==> config.mk <==
export PLATFORM = sky130hd
export DESIGN_NAME = sam_div_step
export DESIGN_NICKNAME = d
export VERILOG_FILES = /design/src/rtl/sam_pkg.sv /design/src/rtl/sam_div_step.sv
export SDC_FILE = /design/constraint.sdc
export NUM_CORES = 1
export LEC_CHECK = 0
export BUFFER_PORTS_ARGS = -buffer_cell sky130_fd_sc_hd__buf_2
export CORE_ASPECT_RATIO = 1.1
export CORE_MARGIN = 2
export CORE_UTILIZATION = 48
export DETAILED_ROUTE_END_ITERATION = 10
export MAX_ROUTING_LAYER = met4
export PLACE_DENSITY = 0.76
export SLEW_MARGIN = 20
export SYNTH_ARGS = -nofsm -noshare
export SYNTH_HDL_FRONTEND = slang
export SYNTH_SLANG_ARGS = --single-unit
==> constraint.sdc <==
create_clock -name vclk -period 36.3
set_input_delay 7.26 -clock vclk [all_inputs]
set_output_delay 7.26 -clock vclk [all_outputs]
set_load 0.02 [all_outputs]
==> src/rtl/sam_pkg.sv <==
// shared types and constants of the striped array sector mapper
// depends on nothing; used by the top level and sam_div_step
package sam_pkg;

  localparam int ADDR_BITS  = 48;
  localparam int DIV_STEPS  = 8;
  localparam int DIV_STAGES = ADDR_BITS / DIV_STEPS;
  localparam int REM_W      = 7;

  localparam logic [2:0] OP_WR_ZONE   = 3'd0;
  localparam logic [2:0] OP_WR_MEMBER = 3'd1;
  localparam logic [2:0] OP_WR_DEVOFS = 3'd2;
  localparam logic [2:0] OP_MAP       = 3'd3;
  localparam logic [2:0] OP_MERGE     = 3'd4;

  localparam logic [1:0] ST_OK         = 2'd0;
  localparam logic [1:0] ST_CANT_SPLIT = 2'd1;
  localparam logic [1:0] ST_NO_ZONE    = 2'd2;

  localparam logic CFG_CHUNK_LOG2   = 1'b0;
  localparam logic CFG_ZONES_IN_USE = 1'b1;

  typedef enum logic [1:0] {
    K_MAP,
    K_ERR,
    K_MERGE
  } kind_e;

  // long division lane: dividend shifts out at the top, quotient shifts in below
  typedef struct packed {
    logic [ADDR_BITS-1:0] x;
    logic [REM_W-1:0]     r;
  } div_lane_t;

endpackage

==> src/rtl/sam_div_step.sv <==
// eight restoring long division steps of a lane by a small divisor
// depends on sam_pkg
module sam_div_step
  import sam_pkg::*;
(
  input  div_lane_t        lane_i,
  input  logic [REM_W-1:0] divisor_i,
  output div_lane_t        lane_o
);

  always_comb begin
    logic [ADDR_BITS-1:0] x;
    logic [REM_W:0]       r;
    x = lane_i.x;
    r = {1'b0, lane_i.r};
    for (int i = 0; i < DIV_STEPS; i++) begin
      r = {r[REM_W-1:0], x[ADDR_BITS-1]};
      x = {x[ADDR_BITS-2:0], 1'b0};
      if (r >= {1'b0, divisor_i}) begin
        r    = r - {1'b0, divisor_i};
        x[0] = 1'b1;
      end
    end
    lane_o.x = x;
    lane_o.r = r[REM_W-1:0];
  end

endmodule

## Word level (Yosys, flattened, before mapping)

Index checks and enable logic that the tools add are counted.
Widths: inputs -> output; s select.

| operators by class | value |
|---|---|
| magnitude comparators | 8 |
| multiplexer cells | 16 |
| add/sub/neg operators | 8 |

Operators with widths:

| operator | number |
|---|---|
| $ge 8x7->1 | 8 |
| $mux 7 | 8 |
| $sub 7x7->7 | 8 |
| $mux 1 | 8 |

| storage, ports and cells | value |
|---|---|
| bits of input ports | 62 |
| flip-flop bits (word level) | 0 |
| word-level logic and storage cells | 32 |
| output and inout bits | 55 |

## Logic depth before layout (Yosys ltp)

| logic depth | value |
|---|---|
| word-level depth | 16 |
| mapped depth | 86 |
| mapped depth without buffers | 82 |

## Least setup slack after synthesis

No wires, ideal clock.

| timing path | value |
|---|---|
| path kind | input-to-output |
| start | input divisor_i[5] |
| end | output lane_o[0] (netlist name) |
| stages on the path | 82 |
| buffers on the path | 6 |
| required time | 29040 ps |
| data arrival time | 23001 ps |
| slack | 6039 ps |
| cell sequence | inv_1 > ha_1 > buf_6 > a21oi_2 > o221ai_2 > nor2_4 > inv_2 > nand2_1 > a21boi_0 > inv_1 > fa_1 > nor2b_1 > o31a_1 > o31a_1 > a211o_1 > buf_4 > buf_1 > mux2_2 > [46 not listed] > a21oi_1 > inv_1 > nor3_4 > inv_2 > buf_2 > nor2_1 > a21oi_1 > ha_1 > nor2b_1 > o21ai_0 > nand2b_1 > a21o_1 > a21oi_1 > o21ai_0 > a21oi_1 > o211a_1 > buf_6 > mux2i_1 |

RTL lines:

| item | RTL line | RTL |
|---|---|---|
| start: declaration | sam_div_step.sv:7 | `input logic [REM_W-1:0] divisor_i,` |
| end: declaration | sam_div_step.sv:8 | `output div_lane_t lane_o` |

==> results.ini <==
[final_layout]
seq_area_um2 = 0
drive_above_1_share = 0.1464
n_antenna_cell = 0
nets = 613
finish.cell_count_without_fillers = 590
flops_and_latches = 0
clock_buffers = 0
synthToLayoutAreaGrowth_pct = -1.015

[routing]
vias_per_cell = 6.049
firstDrtPassIters = 4
vias = 3569
drtAntennaViolNets = 0
drc = 0
wl_per_cell_um = 16.38
drt_iter0_markers = 200
routed_wirelength_um = 9667

[logic_synthesis]
synth_area_leader_cell = ha_1
synth_area_um2 = 3697
syn_nets = 621
synthTopCellsByArea = ha_1, buf_4, inv_1
syn_area_per_cell_um2 = 7.469
synth-warning-count = 0
yosysSeqAreaShare = 0
ys_types = 73
synth.top_cells.by_count = ha_1, buf_4, inv_1, nor2_1
postSynthCellCount = 495
synth_top_area_frac = 0.1895
yosysMostFrequentCell = ha_1

[floorplanning]
io_pins = 117
coreArea_um2 = 7473
fp.dieH_um = 96.05
std_cell_rows = 33
die_area_um2 = 8422
die_x_um = 87.68
initial_core_util = 0.4947

[timing]
rsz0062_at_grt = no
min_period_over_period = 0.9034
hold_viol_final = 0
fmax_mhz = 30.49
worst_hold_slack_ps = 14520
worst_pin_slew_ps = 602.5
relSlewSlack = 0.5879
tns_ps = 0
maxSlewViolCount = 0
period_minus_slack_ps = 32790
setup_ws_ps = 3507
finalSetupViolations = 0

[outcome]
status = complete, no violations

[worst_setup_path]
crit_buf_inv = 11
crit_fanout = 18
cp.arrival_ps = 25530
crit_start = divisor_i[1]
cpMaxStageDelayCell = a211o_1
required_ps = 29040
critical_path.endpoint_type = output port
crit_top_cell = a21oi_1
startpoint_type = input port
slowest_delay_ps = 550
path_delay_family = compound AO/OA/AOI/OAI gates
crit_type = input port to output port

[global_route]
grt_max_degree = 19
grt_usage = 0.2390
grt_pass1_vias = 3465
antenna_found_initial = 0
grt_pass1_wl_um = 15890
overflow = 0

[placed_design]
dp_cells = 590
place_hpwl_um = 7965
gp_congestion = 0.9819
port_buffers = 37
dpl_worst_slack_ps = 3740

[clock_tree]
post_cts_resized = 0
cts_setup_buffers = 0
hold_buffers = 0

[flow_run]
maxCapViolations = 0

[hold_path]
holdCritStartpoint = lane_i[10]
hp-class = input port to output port

-- path summary, 6_finish.rpt --
check	slack, ps	endpoint	depth (start not counted)
max	3510	lane_o[1]	79
min	14520	lane_o[18]	0
-- metrics by stage --
| step | area, µm² | utilization |
|---|---|---|
| global route | 3660 | 0.4897 |
| CTS | 3660 | 0.4897 |
| floorplan | 3697 | - |
| finish | 3660 | 0.4897 |
| global placement | 3660 | 0.4897 |
| detailed placement | 3660 | 0.4897 |
-- layout make-up --
class | count | area, µm²
Inverter | 47 | 176.4
Fill cell | 758 | 3814
Timing Repair Buffer | 37 | 185.2
Tap cell | 105 | 131.4
Multi-Input combinational cell | 401 | 3167
-- routing by layer --
layer | wire [µm] | global-route usage | share of wire | vias up
met3 | 390 | 0.01115 | 0.040 | 14
met4 | 211 | 0.05256 | 0.022 | 0
met5 | 0 | - | 0 | -
met1 | 4184 | 0.2805 | 0.43 | 1694
li1 | - | - | - | 1769
met2 | 4881 | 0.4476 | 0.50 | 92
-- cells in the final DEF, fill, tap and decap left out, drive strengths merged, types with 8 or more instances in the layout --
master  instances
xnor2          13
nand2          28
o21a           11
a21oi          30
o21ai          32
buf            37
xor2           12
inv            47
mux2           12
nor2b          16
a21o           11
fa              8
o211ai         11
ha             56
nor2           35
nand2b         10
nand4          10
nand3          10
-- cell families (layout without fill, tap and decap cells) --
kind of cell,after synthesis,in the layout,share of synthesized area
AOI/OAI and AO/OA,157,157,0.3056
and+or+nand+nor,136,136,0.2000
buffers and inverters,94,84,0.1435
adders and majority gates,64,64,0.2328
xor gates and xnor gates,25,25,0.05922
muxes,19,19,0.05888
Power is not shown: default switching activity piles up to over one toggle a cycle in this logic, so the estimate is an artifact.
