===== src/rtl/sam_ram.sv =====
// generic simple dual port ram, one write and one registered read port
// depends on nothing
module sam_ram #(
  parameter int WIDTH = 8,
  parameter int DEPTH = 16
) (
  input  logic                                   clk_i,
  input  logic                                   we_i,
  input  logic [(DEPTH > 1 ? $clog2(DEPTH) : 1)-1:0] waddr_i,
  input  logic [WIDTH-1:0]                       wdata_i,
  input  logic                                   re_i,
  input  logic [(DEPTH > 1 ? $clog2(DEPTH) : 1)-1:0] raddr_i,
  output logic [WIDTH-1:0]                       rdata_o
);

  logic [WIDTH-1:0] mem_q [DEPTH];
  logic [WIDTH-1:0] rdata_q;

  always_ff @(posedge clk_i) begin
    if (we_i) begin
      mem_q[waddr_i] <= wdata_i;
    end
    if (re_i) begin
      rdata_q <= mem_q[raddr_i];
    end
  end

  assign rdata_o = rdata_q;

endmodule


===== config.mk =====
export PLATFORM = sky130hd
export DESIGN_NAME = sam_ram
export DESIGN_NICKNAME = d
export VERILOG_FILES = /design/src/rtl/sam_ram.sv
export SDC_FILE = /design/constraint.sdc
export NUM_CORES = 1
export LEC_CHECK = 0
export BUFFER_PORTS_ARGS = -buffer_cell sky130_fd_sc_hd__clkbuf_2
export CORE_MARGIN = 2
export CORE_UTILIZATION = 42
export CTS_CLUSTER_SIZE = 14
export DETAILED_ROUTE_END_ITERATION = 7
export SLEW_MARGIN = 30
export SYNTH_ARGS = -nofsm -noshare
export SYNTH_HDL_FRONTEND = slang
export SYNTH_SLANG_ARGS = --single-unit

===== constraint.sdc =====
create_clock -name clk_i -period 3.75 [get_ports clk_i]
set_input_delay 0.75 -clock clk_i [delete_from_list [all_inputs] [get_ports clk_i]]
set_output_delay 0.75 -clock clk_i [all_outputs]
set_load 0.005 [all_outputs]

Word level (Yosys, flattened, before mapping)

Memory sizes are Yosys's and may differ from the RTL's. A register that Yosys moved wholly into a read port is not among the register bits.
Index checks and enable logic that the tools add are counted.

Divide/modulo/power cells: 0
Add/subtract/negate cells: 0
$lt $le $gt $ge: 0
Multiplexer cells: 2
Multiply operators: 0
Shift-type cells: 0
Equal/unequal tests: 0
Reduce and logical (&&, ||, !) cells: 0
Bitwise gates (word level): 0

Operators by type and width:

| cell    | count |
|---|---|
| $mux W1 | 2 |

ROM bits: 0
Memories kept: 1
Latch bits: 0
Output and inout bits: 8
Bits in writable memories: 128
Word-level logic and storage cells: 3
Register bits: 0

Memory list:

| name  | words | width | rd ports | clocked after Yosys merged registers in | wr ports | RTL line | RTL |
|---|---|---|---|---|---|---|---|
| mem_q | 16    | 8     | 1        | 1                                       | 1        | 16       | `logic [WIDTH-1:0] mem_q [DEPTH];` |

Depth between registers and ports, before layout

Gate-level depths: netlist of run 1.

Word-level depth: 2
Gate-level depth with buffers: 5

Worst setup path before layout of run 1

No wires, ideal clock.

Path type: input -> register
Start point: input port waddr_i[2] (netlist name)
End point: memory mem_q[0][0], enable pin
Required time: 3,367 ps
Arrival: 1,860 ps
Stages: 2
Buffers on the path: 0
Path slack: 1,507 ps
Path through: or3b_2 -> nor3_1

RTL lines:

| item        | RTL line | RTL |
|---|---|---|
| from (decl) | 9        | `input logic [(DEPTH > 1 ? $clog2(DEPTH) : 1)-1:0] waddr_i,` |
| to (decl)   | 16       |  |

No word-level cell before the write port.

==> impl_metrics.ini, run 1 <==
[global_routing]
overflow = 0
via_count_of_the_first_global_routing_pass = 2508
globalRouteTotalUtil_pct = 15.9
antenna_found_initial = 0
grt_first_pass_wirelength_mm = 14.6
grt_max_degree = 33

[synthesis]
yosys.cell_count.top_type = edfxtp_1
synth_largest_type_area_fraction_pct = 78.1
synth.avg_cell_area_sq_um = 22.8
synth.largest_area_cell = edfxtp_1
post_synth_num_cell_types = 18
syn-instance-count = 229
synth.area.top_cells = edfxtp_1 (78%), mux4_2 (7.8%), mux4_1 (7.0%)
synth.ff_latch_count = 136
synth-async-reset-ratio_pct = 0
synth.yosys.seq_area_share_pct = 78.1
synth-warning-count = 0
number_of_enable_type_register_cells_in_the_synthesized_netlist = 136
main_flop_type_after_synthesis = edfxtp_1
synth.top_cells.by_count = edfxtp_1 (136), mux4_2 (18), a22oi_1 (16)
synth.cell_area_sq_um = 5230
synthesized_netlist_net_count = 248

[clock_tree]
cts_setup_buffers = 0
cts_buffers = 17
tritoncts = built
clk_latency_ps = 410
clockBufferDepth = 2
clock-sinks = 136
clkSlewWorstSetupHoldPaths_ps = 50
hold_bufs_inserted_after_cts = 0
clk_root_buffer_cell = clkbuf_16
htree_num_levels = 4
cts_resized = 0

[job]
drv.max_cap_violation_count = 0

[sta]
final-hold-violation-count = 0
timing_max_transition_violations_final = 0
worst_slew_pin_slew_ps = 992
skew_ps = 7.68
finalSetupViolCount = 0
fin_tns_setup_ps = 0
period_needed_ps = 2330
achievable_clock_frequency_mhz = 429
post-route-period-util_pct = 62.1
max-slew-margin-rel_pct = 33.6
worst_hold_slack_ps = 720
grt_setup_unrepaired = false

[drt]
drt_pass1_iterations = 5
number_of_nets_still_failing_antenna_checks_after_routing = 0
wire_per_inst_microns = 21.5
drt_iter0_markers = 85
met1_length_mm = 4.45
drt-total-wl_mm = 9.63
met2RoutedLength_mm = 4.62
routed-wl-met3_microns = 510
vias_per_inst = 5.34
top_layer_used_by_detailed_routing = met4
post-route-drc-count = 0
via_count = 2391

[cells_and_area]
multiInputGateArea_sq_um = 1060
antennaDiodeCount = 0
number_of_nets_at_the_end_of_the_flow = 289
drive_above_1_share_pct = 26.1
layout.filler_cells = 987
seqCellArea_sq_um = 4080
area_growth_syn_to_layout_pct = 14.8

[worst_setup_path]
worst_path_fanout_max = 20
endpoint_kind = register
crit_path_category = in2reg
worstPathRequired_ps = 3890
worstSetupStartpointType = input port
critical_path_arrival_ps = 2470

[pwr]
report.power.total_mw = 3.23
static_power_due_to_leakage_nw = 1.98
p_per_area_nw_per_um2 = 539
maximum_vdd_drop_uv = 412

[floorplanning]
die_area_sq_um = 13400
core_region_area_sq_um = 12100
die-height_microns = 116
floorplan.rows = 40
die_width_microns = 116
initial_utilization_pct = 43.3
ioPinCount = 27

[min_path]
hold_class = in2reg

[placed_design]
globalplace.congestion = 0.699
numPortBuffers = 26
dp_hpwl_mm = 6.21

[status]
status = complete, no violations
registers in the layout, indices dropped and copies added, names as in the netlist:
register  count
mem_q       128
rdata_o       8
power by group:
part | switching [mW] | leakage [nW] | internal, mW
combinational | 0.0879 | 0.509 | 0.0610
sequential | 0.00787 | 1.24 | 1.71
clock | 0.544 | 0.238 | 0.819
total | 0.640 | 1.98 | 2.60
worst max-delay path: stages:
cell	delay, ps
clkbuf_2	560
buf_4	330
mux4_1	560
a22oi_1	190
nand2_1	70
path summary, 6_finish.rpt:
check                from    endpoint  slack (ps)  cells after the start
min reg2reg  mem_q[15][5]  rdata_o[5]         750                      3
max            raddr_i[0]  rdata_o[4]        1420                      5
max reg2reg   mem_q[5][1]  rdata_o[1]        2180                      3
min                  re_i  rdata_o[1]         720                      1
logic make-up after synthesis:
family | count (synthesis) | synth area share (%)
flops | 136 | 78.1
compound gates | 16 | 2.30
mux | 32 | 14.8
simple gates | 35 | 3.14
buf+inv | 10 | 1.65
cell type report:
class                           instances  share of cell area (%)
Sequential cell                       136                    68.0
Multi-Input combinational cell         83                    17.6
Clock buffer                           22                    7.40
Tap cell                              168                    3.50
Timing Repair Buffer                   32                    2.92
Clock inverter                          7                   0.542
placed cells by master (no fill, tap or decap), types with 2 or more instances in the layout:
master,count
nor2_1,13
nand2b_1,2
nand2_1,9
mux4_2,18
nor3_1,4
buf_4,6
mux4_1,14
clkinv_2,5
a22oi_1,16
clkbuf_16,17
edfxtp_1,136
clkbuf_2,26
clkbuf_1,5
nand3b_1,2
clkinv_1,2
through the flow:
| stage | instance area [sq um] | cells | setup WS, ps | util (%) |
|---|---|---|---|---|
| 2_1_floorplan | 5230 | 229 | 1510 | - |
| 3_3_place_gp | 5530 | 419 | 983 | 45.8 |
| 3_5_place_dp | 5530 | 419 | 954 | 45.8 |
| 4_1_cts | 6000 | 448 | 1390 | 49.8 |
| 5_1_grt | 6000 | 448 | 1290 | 49.8 |
| 6_report | 6000 | 448 | 1420 | 49.8 |
layer usage:
metal  up-vias  GRT usage [%]
met5         -              0
met4         0           6.18
met3         5           4.71
met2        66           23.6
met1      1260           22.5
li1       1060              -
Power figures use the tool's default switching activity.
==> inputs of run 2 (changes only) <==
==> constraint.sdc (replaced) <==
create_clock -name clk_i -period 1.89 [get_ports clk_i]
set_input_delay 0.378 -clock clk_i [delete_from_list [all_inputs] [get_ports clk_i]]
set_output_delay 0.378 -clock clk_i [all_outputs]
set_load 0.005 [all_outputs]
==> run 2 against run 1 <==
Clock power grew 120%; largest power group unchanged; sequential power rose by 99%; utilization rose by 3.2 points; largest cell class unchanged.
==> impl_metrics.ini, run 2 (same netlist as run 1, synthesis figures left out) <==
[placed_design]
numPortBuffers = 26
dpl_cell_area_sq_um = 5840
dp_hpwl_mm = 6.68
globalplace.congestion = 0.708
detailedPlace.worstSlack_ps = -34.0

[cells_and_area]
largest_register_ffs = 128
antennaDiodeCount = 0
area_growth_syn_to_layout_pct = 22.2
final_cell_mix = edfxtp_1 (136), buf_4 (32), clkbuf_2 (26)
mostFrequentLayoutCell = edfxtp_1
largest_register = mem_q
finish.utilization_pct = 53.0
number_of_nets_at_the_end_of_the_flow = 321
drive_above_1_share_pct = 33.7
final_area_sq_um = 6390

[sta]
worst_hold_slack_ps = 382
final-hold-violation-count = 0
finalWorstSetupSlack_ps = 363
max-slew-margin-rel_pct = 45.8
skew_ps = 5.39
finalSetupViolCount = 0
worst_slew_pin_slew_ps = 811
timing_max_transition_violations_final = 0
post-route-period-util_pct = 80.8
period_needed_ps = 1530
achievable_clock_frequency_mhz = 655
grt_setup_unrepaired = false

[global_routing]
grt.met3_usage_pct = 5.96
top_usage_layer = met2
grt_max_degree = 20
globalRouteTotalUtil_pct = 17.6
antenna_found_initial = 0
met1_usage_pct = 24.7
grt_first_pass_wirelength_mm = 16.0
global_route.usage.met2_pct = 26.4
overflow = 0
via_count_of_the_first_global_routing_pass = 2624

[worst_setup_path]
critical_path_arrival_ps = 1670
endpoint_kind = register
r2r_cells = 4
crit_path_category = in2reg
worstPathRequired_ps = 2030
worst_path_fanout_max = 17
ff2ff_setup_slack_ps = 370
worstReg2RegStart = mem_q[0][1]
regToRegEndpoint = rdata_o[1]
worstSetupStartpointType = input port

[drt]
number_of_nets_still_failing_antenna_checks_after_routing = 0
drt_pass1_iterations = 4
via_count = 2574
vias_per_inst = 5.33
wire_per_inst_microns = 21.7
drt-total-wl_mm = 10.5
post-route-drc-count = 0
drt_iter0_markers = 213

[floorplanning]
initial_utilization_pct = 43.3
die_width_microns = 116
floorplan.rows = 40
die-height_microns = 116
core_region_area_sq_um = 12100
ioPinCount = 27
die_area_sq_um = 13400

[min_path]
hold_class = in2reg
worst_hold_path.num_cells = 1
hp-start = re_i
worst_hold_path.endpoint = rdata_o[3]

[job]
drv.max_cap_violation_count = 0

[pwr]
p_per_area_nw_per_um2 = 1060
static_power_due_to_leakage_nw = 2.20
maximum_vdd_drop_uv = 784

[clock_tree]
cts_resized = 0
clock-sinks = 136
hold_bufs_inserted_after_cts = 0
htree_num_levels = 4
clockBufferDepth = 2
clk_root_buffer_cell = clkbuf_16
cts_buffers = 17
tritoncts = built
clkSlewWorstSetupHoldPaths_ps = 50
cts_setup_buffers = 0
clk_latency_ps = 410

[status]
status = complete, no violations
run 2: cell count changes in the layout (fill, tap and decap cells not counted):
cell       change
clkinv_4       +2
buf_4         +26
buf_12         +6
clkbuf_1       -1
clkinv_2       -3
bufinv_16      +2
clkinv_1       +3
run 2: worst max path at each step:
stage          cells after the start  slack, ps     endpoint         from
2_1_floorplan                      2         20  mem_q[0][0]   waddr_i[2]
3_3_place_gp                       6        -20   rdata_o[5]   raddr_i[0]
3_5_place_dp                       6        -30   rdata_o[5]   raddr_i[0]
4_1_cts                            4        360   rdata_o[1]  mem_q[0][1]
5_1_grt                            6        290   rdata_o[5]   raddr_i[0]
6_report                           6        360   rdata_o[5]   raddr_i[0]
run 2: layout make-up:
class	instances	area [sq um]
clock buffers	21	440
clock inverters	11	106
fillers	948	5670
multi-input cells	83	1060
flip-flops and latches	136	4080
well taps	168	210
repair buffers	64	490
run 2: critical path: stages:
cell and delay (ps):
clkbuf_2 140, buf_12 190, buf_4 140, mux4_2 500
a22oi_1 190, nand2_1 130
run 2: power by group:
group / total [mW] / switching (mW) / internal, mW
clock: 3.04 / 1.12 / 1.91
combinational: 0.345 / 0.183 / 0.162
sequential: 3.42 / 0.0182 / 3.40
total: 6.80 / 1.32 / 5.48
run 2: per-stage QoR:
stage / TNS, ps / instances / total power [mW]
6_report: 0 / 483 / 6.80
5_1_grt: 0 / 483 / 7.05
4_1_cts: 0 / 483 / 6.88
3_5_place_dp: -40.6 / 451 / 3.83
3_3_place_gp: -68.0 / 451 / 3.82
2_1_floorplan: 0 / 229 / 3.65
run 2: layer usage:
| layer | vias up | wire length (microns) |
|---|---|---|
| li1 | 1130 | - |
| met1 | 1340 | 4790 |
| met2 | 96 | 4950 |
| met3 | 8 | 672 |
| met4 | 0 | 78 |
| met5 | - | 0 |
